`config.mk`:
```
export PLATFORM = sky130hd
export DESIGN_NAME = dhcp_request_parser
export DESIGN_NICKNAME = d
export VERILOG_FILES = /design/src/rtl/drp_pkg.sv /design/src/rtl/dhcp_request_parser.sv /design/src/rtl/drp_front.sv /design/src/rtl/drp_back.sv
export SDC_FILE = /design/constraint.sdc
export NUM_CORES = 1
export LEC_CHECK = 0
export BUFFER_PORTS_ARGS = -buffer_cell sky130_fd_sc_hd__buf_2
export CAP_MARGIN = 30
export CELL_PAD_IN_SITES_DETAIL_PLACEMENT = 0
export CELL_PAD_IN_SITES_GLOBAL_PLACEMENT = 2
export CORE_AREA = 2 2 177 266
export CTS_BUF_LIST = sky130_fd_sc_hd__clkbuf_4
export DETAILED_ROUTE_END_ITERATION = 7
export DIE_AREA = 0 0 179 268
export PLACE_DENSITY = 0.87
export SYNTH_ARGS = -nofsm -noshare
export SYNTH_HDL_FRONTEND = slang
export SYNTH_SLANG_ARGS = --single-unit
export TNS_END_PERCENT = 50
```
`constraint.sdc`:
```
create_clock -name clk -period 34.2 [get_ports clk]
set_input_delay 5.13 -clock clk [delete_from_list [all_inputs] [get_ports clk]]
set_output_delay 5.13 -clock clk [all_outputs]
set_load 0.005 [all_outputs]
```
`src/rtl/drp_pkg.sv`:
```
// ----------------------------------------------------------------------------
// drp_pkg
// Shared types and constants for the DHCP request parser.
// ----------------------------------------------------------------------------
package drp_pkg;

  localparam int unsigned MAX_LEN = 1024;
  localparam int unsigned POS_W = 11;
  localparam logic [POS_W-1:0] POS_SAT = '1;

  localparam logic [7:0] OPT_PAD = 8'd0;
  localparam logic [7:0] OPT_END = 8'd255;
  localparam logic [7:0] OPT_TYPE = 8'd53;
  localparam logic [7:0] OPT_REQ = 8'd50;
  localparam logic [7:0] OPT_SRV = 8'd54;
  localparam logic [7:0] OPT_OVL = 8'd52;
  localparam logic [31:0] COOKIE = 32'h63825363;
  localparam logic [7:0] HLEN_ETH = 8'd6;
  localparam logic [7:0] TYPE_DISCOVER = 8'd1;
  localparam logic [7:0] TYPE_REQUEST = 8'd3;

  typedef enum logic [4:0] {
    PH_HEADER = 5'b00001,
    PH_CODE   = 5'b00010,
    PH_LEN    = 5'b00100,
    PH_DATA   = 5'b01000,
    PH_ENDED  = 5'b10000
  } phase_t;

  // word passed from front to back: one byte with its last flag and position
  typedef struct packed {
    logic [7:0]       data;
    logic             last;
    logic [POS_W-1:0] pos;
  } fe_word_t;

  typedef struct packed {
    logic        accepted;
    logic [1:0]  msg_type;
    logic [47:0] client_mac;
    logic [31:0] transaction_id;
    logic [31:0] client_ip;
    logic [31:0] requested_ip;
    logic        requested_present;
    logic [31:0] server_ip;
    logic        server_present;
  } result_t;

endpackage

```
`src/rtl/dhcp_request_parser.sv`:
```
// ----------------------------------------------------------------------------
// dhcp_request_parser
// Checks a DHCP message byte stream and extracts client fields.
// ----------------------------------------------------------------------------
// Input: valid/stall with data_byte and last_byte, one message byte per word.
// Output: valid/stall, one result word per message, raised after its last
// byte: accepted plus extracted fields, or all zeros on reject.
// A front stage numbers the bytes and feeds a two-word queue; the back stage
// parses one byte per cycle from the queue unless stalled, and registers the result.
// Throughput: one byte per cycle sustained unless a held result stalls.
// The last byte is queued before it is parsed; its pop registers the result.
// When the receiver stalls, a finished result is held; the back stage keeps
// parsing the next message and stops only at that message's last byte,
// after which the queue fills and stall rises on the input.
// Reset (rst, synchronous) empties the queue, drops out_valid and returns
// the parser to the header phase.
// ----------------------------------------------------------------------------
module dhcp_request_parser (
  input  logic        clk,
  input  logic        rst,
  input  logic        in_valid,
  output logic        in_stall,
  input  logic [7:0]  data_byte,
  input  logic        last_byte,
  output logic        out_valid,
  input  logic        out_stall,
  output logic        accepted,
  output logic [1:0]  msg_type,
  output logic [47:0] client_mac,
  output logic [31:0] transaction_id,
  output logic [31:0] client_ip,
  output logic [31:0] requested_ip,
  output logic        requested_present,
  output logic [31:0] server_ip,
  output logic        server_present
);
  import drp_pkg::*;

  logic     q_valid;
  logic     q_pop;
  fe_word_t q_word;
  result_t  res;

  drp_front u_front (
    .clk(clk), .rst(rst), .valid(in_valid), .stall(in_stall),
    .data_byte(data_byte), .last_byte(last_byte),
    .q_valid(q_valid), .q_pop(q_pop), .q_word(q_word)
  );

  drp_back u_back (
    .clk(clk), .rst(rst), .q_valid(q_valid), .q_pop(q_pop), .q_word(q_word),
    .out_valid(out_valid), .out_stall(out_stall), .res(res)
  );

  assign accepted = res.accepted;
  assign msg_type = res.msg_type;
  assign client_mac = res.client_mac;
  assign transaction_id = res.transaction_id;
  assign client_ip = res.client_ip;
  assign requested_ip = res.requested_ip;
  assign requested_present = res.requested_present;
  assign server_ip = res.server_ip;
  assign server_present = res.server_present;

endmodule

```
`src/rtl/drp_front.sv`:
```
// ----------------------------------------------------------------------------
// drp_front
// Accepts bytes, tags each with its position, and queues them (2 deep).
// ----------------------------------------------------------------------------
module drp_front (
  input  logic                clk,
  input  logic                rst,
  input  logic                valid,
  output logic                stall,
  input  logic [7:0]          data_byte,
  input  logic                last_byte,
  output logic                q_valid,
  input  logic                q_pop,
  output drp_pkg::fe_word_t   q_word
);
  import drp_pkg::*;

  logic [POS_W-1:0] pos;
  fe_word_t         mem [2];
  logic             wr_ptr;
  logic             rd_ptr;
  logic [1:0]       count;
  logic             push;
  fe_word_t         w;

  assign stall = (count == 2'd2);
  assign push = valid && !stall;
  assign q_valid = (count != 2'd0);
  assign q_word = mem[rd_ptr];

  always_comb begin
    w.data = data_byte;
    w.last = last_byte;
    w.pos = pos;
  end

  always_ff @(posedge clk) begin
    if (push) begin
      mem[wr_ptr] <= w;
    end
  end

  always_ff @(posedge clk) begin
    if (rst) begin
      pos <= '0;
      wr_ptr <= 1'b0;
      rd_ptr <= 1'b0;
      count <= 2'd0;
    end else begin
      if (push) begin
        wr_ptr <= ~wr_ptr;
        if (last_byte) begin
          pos <= '0;
        end else if (pos != POS_SAT) begin
          pos <= pos + 1'b1;
        end
      end
      if (q_pop) begin
        rd_ptr <= ~rd_ptr;
      end
      count <= count + {1'b0, push} - {1'b0, q_pop};
    end
  end

  a_no_overflow: assert property (@(posedge clk) disable iff (rst)
    count == 2'd2 |-> !push) else $error("queue overflow");
  a_no_underflow: assert property (@(posedge clk) disable iff (rst)
    q_pop |-> count != 2'd0) else $error("queue underflow");
  a_count_range: assert property (@(posedge clk) disable iff (rst)
    count != 2'd3) else $error("bad count");

endmodule

```
`src/rtl/drp_back.sv`:
```
// ----------------------------------------------------------------------------
// drp_back
// Parses queued bytes and holds one result in an output register.
// ----------------------------------------------------------------------------
module drp_back (
  input  logic                clk,
  input  logic                rst,
  input  logic                q_valid,
  output logic                q_pop,
  input  drp_pkg::fe_word_t   q_word,
  output logic                out_valid,
  input  logic                out_stall,
  output drp_pkg::result_t    res
);
  import drp_pkg::*;

  phase_t      phase, phase_next;
  logic        rej, rej_next;
  logic [7:0]  code, code_next;
  logic [7:0]  remain, remain_next;
  logic [47:0] mac, mac_next;
  logic [31:0] xid, xid_next;
  logic [31:0] ciaddr, ciaddr_next;
  logic [7:0]  mtype, mtype_next;
  logic [31:0] reqip, reqip_next;
  logic [31:0] srvip, srvip_next;
  logic [1:0]  seen, seen_next;
  logic        bad;
  logic [7:0]  b;
  logic [POS_W-1:0] p;
  logic        ok;
  result_t     r;

  assign q_pop = q_valid && (!out_valid || !out_stall || !q_word.last);
  assign b = q_word.data;
  assign p = q_word.pos;

  always_comb begin
    phase_next = phase;
    rej_next = rej;
    code_next = code;
    remain_next = remain;
    mac_next = mac;
    xid_next = xid;
    ciaddr_next = ciaddr;
    mtype_next = mtype;
    reqip_next = reqip;
    srvip_next = srvip;
    seen_next = seen;
    bad = 1'b0;
    if (p >= POS_W'(MAX_LEN)) begin
      rej_next = 1'b1;
    end
    if (!rej_next) begin
      case (phase)
        PH_HEADER: begin
          if (p <= POS_W'(1)) begin
            bad = (b != 8'd1);
          end else if (p == POS_W'(2)) begin
            bad = (b != HLEN_ETH);
          end else if (p == POS_W'(3)) begin
            bad = (b != 8'd0);
          end else if (p >= POS_W'(4) && p <= POS_W'(7)) begin
            xid_next = {xid[23:0], b};
          end else if (p >= POS_W'(12) && p <= POS_W'(15)) begin
            ciaddr_next = {ciaddr[23:0], b};
          end else if (p >= POS_W'(24) && p <= POS_W'(27)) begin
            bad = (b != 8'd0);
          end else if (p >= POS_W'(28) && p <= POS_W'(33)) begin
            mac_next = {mac[39:0], b};
            if (p == POS_W'(28) && b[0]) begin
              bad = 1'b1;
            end
            if (p == POS_W'(33) && mac_next == 48'd0) begin
              bad = 1'b1;
            end
          end else if (p >= POS_W'(236) && p <= POS_W'(239)) begin
            bad = (b != COOKIE[8*(3-(p[1:0]))+:8]);
          end
          if (p == POS_W'(239)) begin
            phase_next = PH_CODE;
          end
          if (bad) begin
            rej_next = 1'b1;
          end
        end
        PH_CODE: begin
          if (b == OPT_END) begin
            phase_next = PH_ENDED;
          end else if (b != OPT_PAD) begin
            code_next = b;
            phase_next = PH_LEN;
          end
        end
        PH_LEN: begin
          if (code == OPT_TYPE) begin
            bad = (b != 8'd1) || (mtype != 8'd0);
          end else if (code == OPT_REQ) begin
            bad = (b != 8'd4) || seen[0];
            seen_next[0] = 1'b1;
          end else if (code == OPT_SRV) begin
            bad = (b != 8'd4) || seen[1];
            seen_next[1] = 1'b1;
          end else if (code == OPT_OVL) begin
            bad = 1'b1;
          end
          if (bad) begin
            rej_next = 1'b1;
          end else begin
            remain_next = b;
            phase_next = (b == 8'd0) ? PH_CODE : PH_DATA;
          end
        end
        PH_DATA: begin
          if (code == OPT_TYPE) begin
            mtype_next = b;
          end else if (code == OPT_REQ) begin
            reqip_next = {reqip[23:0], b};
          end else if (code == OPT_SRV) begin
            srvip_next = {srvip[23:0], b};
          end
          remain_next = remain - 8'd1;
          if (remain_next == 8'd0) begin
            phase_next = PH_CODE;
          end
        end
        PH_ENDED: begin
        end
        default: begin
          phase_next = PH_HEADER;
        end
      endcase
    end
    ok = !rej_next && (phase_next == PH_ENDED) &&
         (mtype_next == TYPE_DISCOVER || mtype_next == TYPE_REQUEST);
    r = '0;
    if (ok) begin
      r.accepted = 1'b1;
      r.msg_type = mtype_next[1:0];
      r.client_mac = mac_next;
      r.transaction_id = xid_next;
      r.client_ip = ciaddr_next;
      r.requested_ip = seen_next[0] ? reqip_next : 32'd0;
      r.requested_present = seen_next[0];
      r.server_ip = seen_next[1] ? srvip_next : 32'd0;
      r.server_present = seen_next[1];
    end
  end

  always_ff @(posedge clk) begin
    if (q_pop && q_word.last) begin
      res <= r;
    end
  end

  always_ff @(posedge clk) begin
    if (rst || (q_pop && q_word.last)) begin
      phase <= PH_HEADER;
      rej <= 1'b0;
      code <= '0;
      remain <= '0;
      mac <= '0;
      xid <= '0;
      ciaddr <= '0;
      mtype <= '0;
      reqip <= '0;
      srvip <= '0;
      seen <= '0;
    end else if (q_pop) begin
      phase <= phase_next;
      rej <= rej_next;
      code <= code_next;
      remain <= remain_next;
      mac <= mac_next;
      xid <= xid_next;
      ciaddr <= ciaddr_next;
      mtype <= mtype_next;
      reqip <= reqip_next;
      srvip <= srvip_next;
      seen <= seen_next;
    end
  end

  always_ff @(posedge clk) begin
    if (rst) begin
      out_valid <= 1'b0;
    end else if (q_pop && q_word.last) begin
      out_valid <= 1'b1;
    end else if (!out_stall) begin
      out_valid <= 1'b0;
    end
  end

  a_no_overwrite: assert property (@(posedge clk) disable iff (rst)
    out_valid && out_stall |-> !(q_pop && q_word.last))
    else $error("result overwritten");
  a_reject_zero: assert property (@(posedge clk) disable iff (rst)
    out_valid && !res.accepted |-> res.msg_type == 2'd0 && !res.server_present)
    else $error("reject not zeroed");
  a_type_ok: assert property (@(posedge clk) disable iff (rst)
    out_valid && res.accepted |-> res.msg_type == 2'd1 || res.msg_type == 2'd3)
    else $error("bad type");

endmodule
```
==> reports/results.txt <==
Skew-Pair Late Insertion Delay = 0.79 ns
kind of critical path = in2reg
CTS tree = done
crit-path cells = buf_2 > nand2_1 > nor3b_2 > or2_4 > buf_4 > a2111oi_0 > o211ai_1 > nand3_1
Fin Setup TNS = 0 ns
status = complete, no violations
root buffer cell = clkbuf_4
core region area = 0.04552 mm²
Worst Path Required = 34.84 ns
Cell Rows = 96
vias in the first global route = 13930
register area share after synthesis = 0.5861
kind of cell adding the most delay to the critical path = simple AND/OR/NAND/NOR gates
hold depth = 2
Inst Count DP = 2621
critical path arrival = 7.48 ns
H-tree depth = 3
share of cells above drive strength 1 = 0.1981
Non-Filler Instances = 2816
Vias = 14940
cts hold-fix bufs = 0
worst min path class = reg2reg
clk sinks = 446
DRT Wirelength = 48410 µm
Final Max Tran Viols = 0
RSZ-0062 raised after global routing = false
IO Pins = 196
max-cap violations = 0
Worst VDD drop = 47.07 µV
vias per cell = 5.307
max_slew headroom = 0.2451
maximum number of pins on one net before global-route repair = 184
Initial Util = 0.4175
Reg2Reg Depth = 9
P per Cell Area = 60.89 mW/mm²
Area Growth Syn to Fin = 14.31%
clk buf depth = 3
Synth Register Bits = 446
Die Y = 268 µm
slowest CP cell = buf_4
worst reg-to-reg setup slack = 29.94 ns
crit-path max cell delay = 0.82 ns
Max Fclk = 146.2 MHz
Overflow after GRT = 0
design area = 0.02173 mm²
CTS Buf Count = 104
Lkg Pwr = 0.007392 µW
final net count = 2161
clock-pin slew of the registers on the worst-case setup and hold paths = 0.06 ns
number of synthesized flops with an enable pin = 221
combinational power share = 0.188
CP Depth = 8
final setup fails = 0
Mapped Area = 0.01901 mm²
Tot GR Track Use = 0.2007
WP buf/inv = 2
CP startpoint = out_stall
Port Buf Inserts = 195
Hold Crit Endpoint = u_back.ciaddr[25]
sw frac = 0.3088
Main synth FF type = dfxtp_1
initial DRC count = 1225
post-synthesis instance total = 1950
Synth Warn # = 0
RR Endpoint = u_back.mac[16]
first-pass GRT wire length = 75670 µm
WL per Instance = 17.19 µm
crit end category = flop
Die X = 179 µm
power share of the clock group = 0.305
initial antenna violation count = 1
worst slew pin tran = 1.132 ns
Final Skew = 0.04284 ns
internal power = 914.5 µW
placed cell area = 0.02045 mm²
Min Clock Period, post-route = 6.842 ns
gp weighted congestion = 0.8489
DR DRC count = 0
Hold Vio Cnt, Final = 0
Period Utilization, post-route = 0.2001
Setup crit start kind = primary input
sw power = 408.5 µW
DP Wirelength = 30310 µm
drt pass-1 iters = 7
post-cts resize count = 0
Avg Cell Area, Syn = 9.747 µm²
die area = 0.04797 mm²
Cell variety after synth = 79
ANT nets after route = 0
min-delay src = u_back.ciaddr[25]
post-CTS setup buffers = 0
post-synthesis async set-or-reset flop share = 0
Syn Nets = 1972
Hold WS = 0.4550 ns
critical path peak fanout = 80
sequential power share = 0.507
[state kept, by name (all words and copies together), names as in the netlist, 5 cells and up, named ones only]
register and flops:
u_back.mac 48, u_back.srvip 32, u_front.pos 11, u_back.mtype 8
u_back.xid 32, u_back.ciaddr 32, u_back.res 181, u_back.code 8
u_front.mem 40, u_back.remain 8, u_back.phase 5, u_back.reqip 32
[cell type report]
type | count | area [µm²]
clock buffer | 141 | 1059
tap | 588 | 735.7
timing repair buffer | 228 | 1259
multi-input combinational | 1339 | 7236
antenna | 2 | 5.005
fill | 4356 | 23800
sequential | 446 | 11140
clock inverter | 52 | 216.5
inverter | 20 | 75.07
[per-stage QoR]
step / power [µW] / worst slack [ns] / utilization
after floorplan: 846.0 / 13.66 / -
after global placement: 928.8 / 26.56 / 0.4482
after detailed placement: 934.4 / 26.57 / 0.4492
after CTS: 1344 / 27.43 / 0.4772
after global routing: 1397 / 27.20 / 0.4773
final: 1323 / 27.36 / 0.4773
[metal layers]
metal	global-route usage	routed length, µm
met4	0.08679	1553
met3	0.03862	2638
met5	0	0
met2	0.3334	23760
met1	0.2538	20460
[worst max-delay path by stage]
stage / slack, ns / end
after floorplan: 13.66 / u_back.reqip[4]
after global placement: 26.56 / u_back.rej
after detailed placement: 26.57 / u_back.rej
after CTS: 27.43 / u_back.rej
after global routing: 27.20 / u_back.rej
final: 27.36 / u_back.rej
[Yosys cell counts (all sizes together), types with 17 or more instances]
cell type	n	area (µm²)
a211oi	73	593.1
buf	56	311.5
nor2	184	693.2
inv	20	75.07
a21oi	269	1346
mux2i	62	645.6
nor3	30	170.2
o21ai	17	85.08
nand2	449	1685
nand3	63	315.3
clkbuf	89	334.1
edfxtp	221	6636
dfxtp	225	4504
nor4	23	195.2
[cell families after synthesis]
family          synth area share
simple gates              0.1900
flops                     0.5861
compound gates            0.1368
buf+inv                  0.03792
mux                      0.03634
xor+xnor                0.006912
fa+ha+maj               0.005925
[tightest hold or removal path, stage by stage, from the launching register on]
cell,delay [ns]
dfxtp_1,0.31
nand2_1,0.05
a21oi_1,0.05
[power groups by stage]
stage          clock network, µW  registers [µW]  logic (µW)
3_3_place_gp                   0             681         248
6_report                     404             670         249
4_1_cts                      420             671         253
3_5_place_dp                   0             682         252
5_1_grt                      449             677         271
2_1_floorplan                  0             717         129
[cell usage in the layout, fill, tap and decap left out, drive strengths merged, types with 9 or more instances in the layout]
master    n
buf     228
nand2   449
mux2i    62
clkinv   49
a21oi   269
a211oi   73
nor3     30
nor2    184
ha        9
nand4    12
a31oi    10
xor2      9
nor4     23
inv      22
clkbuf  141
edfxtp  221
o21ai    17
nand3    63
dfxtp   225
No activity file was read; power rests on OpenSTA's default activity.
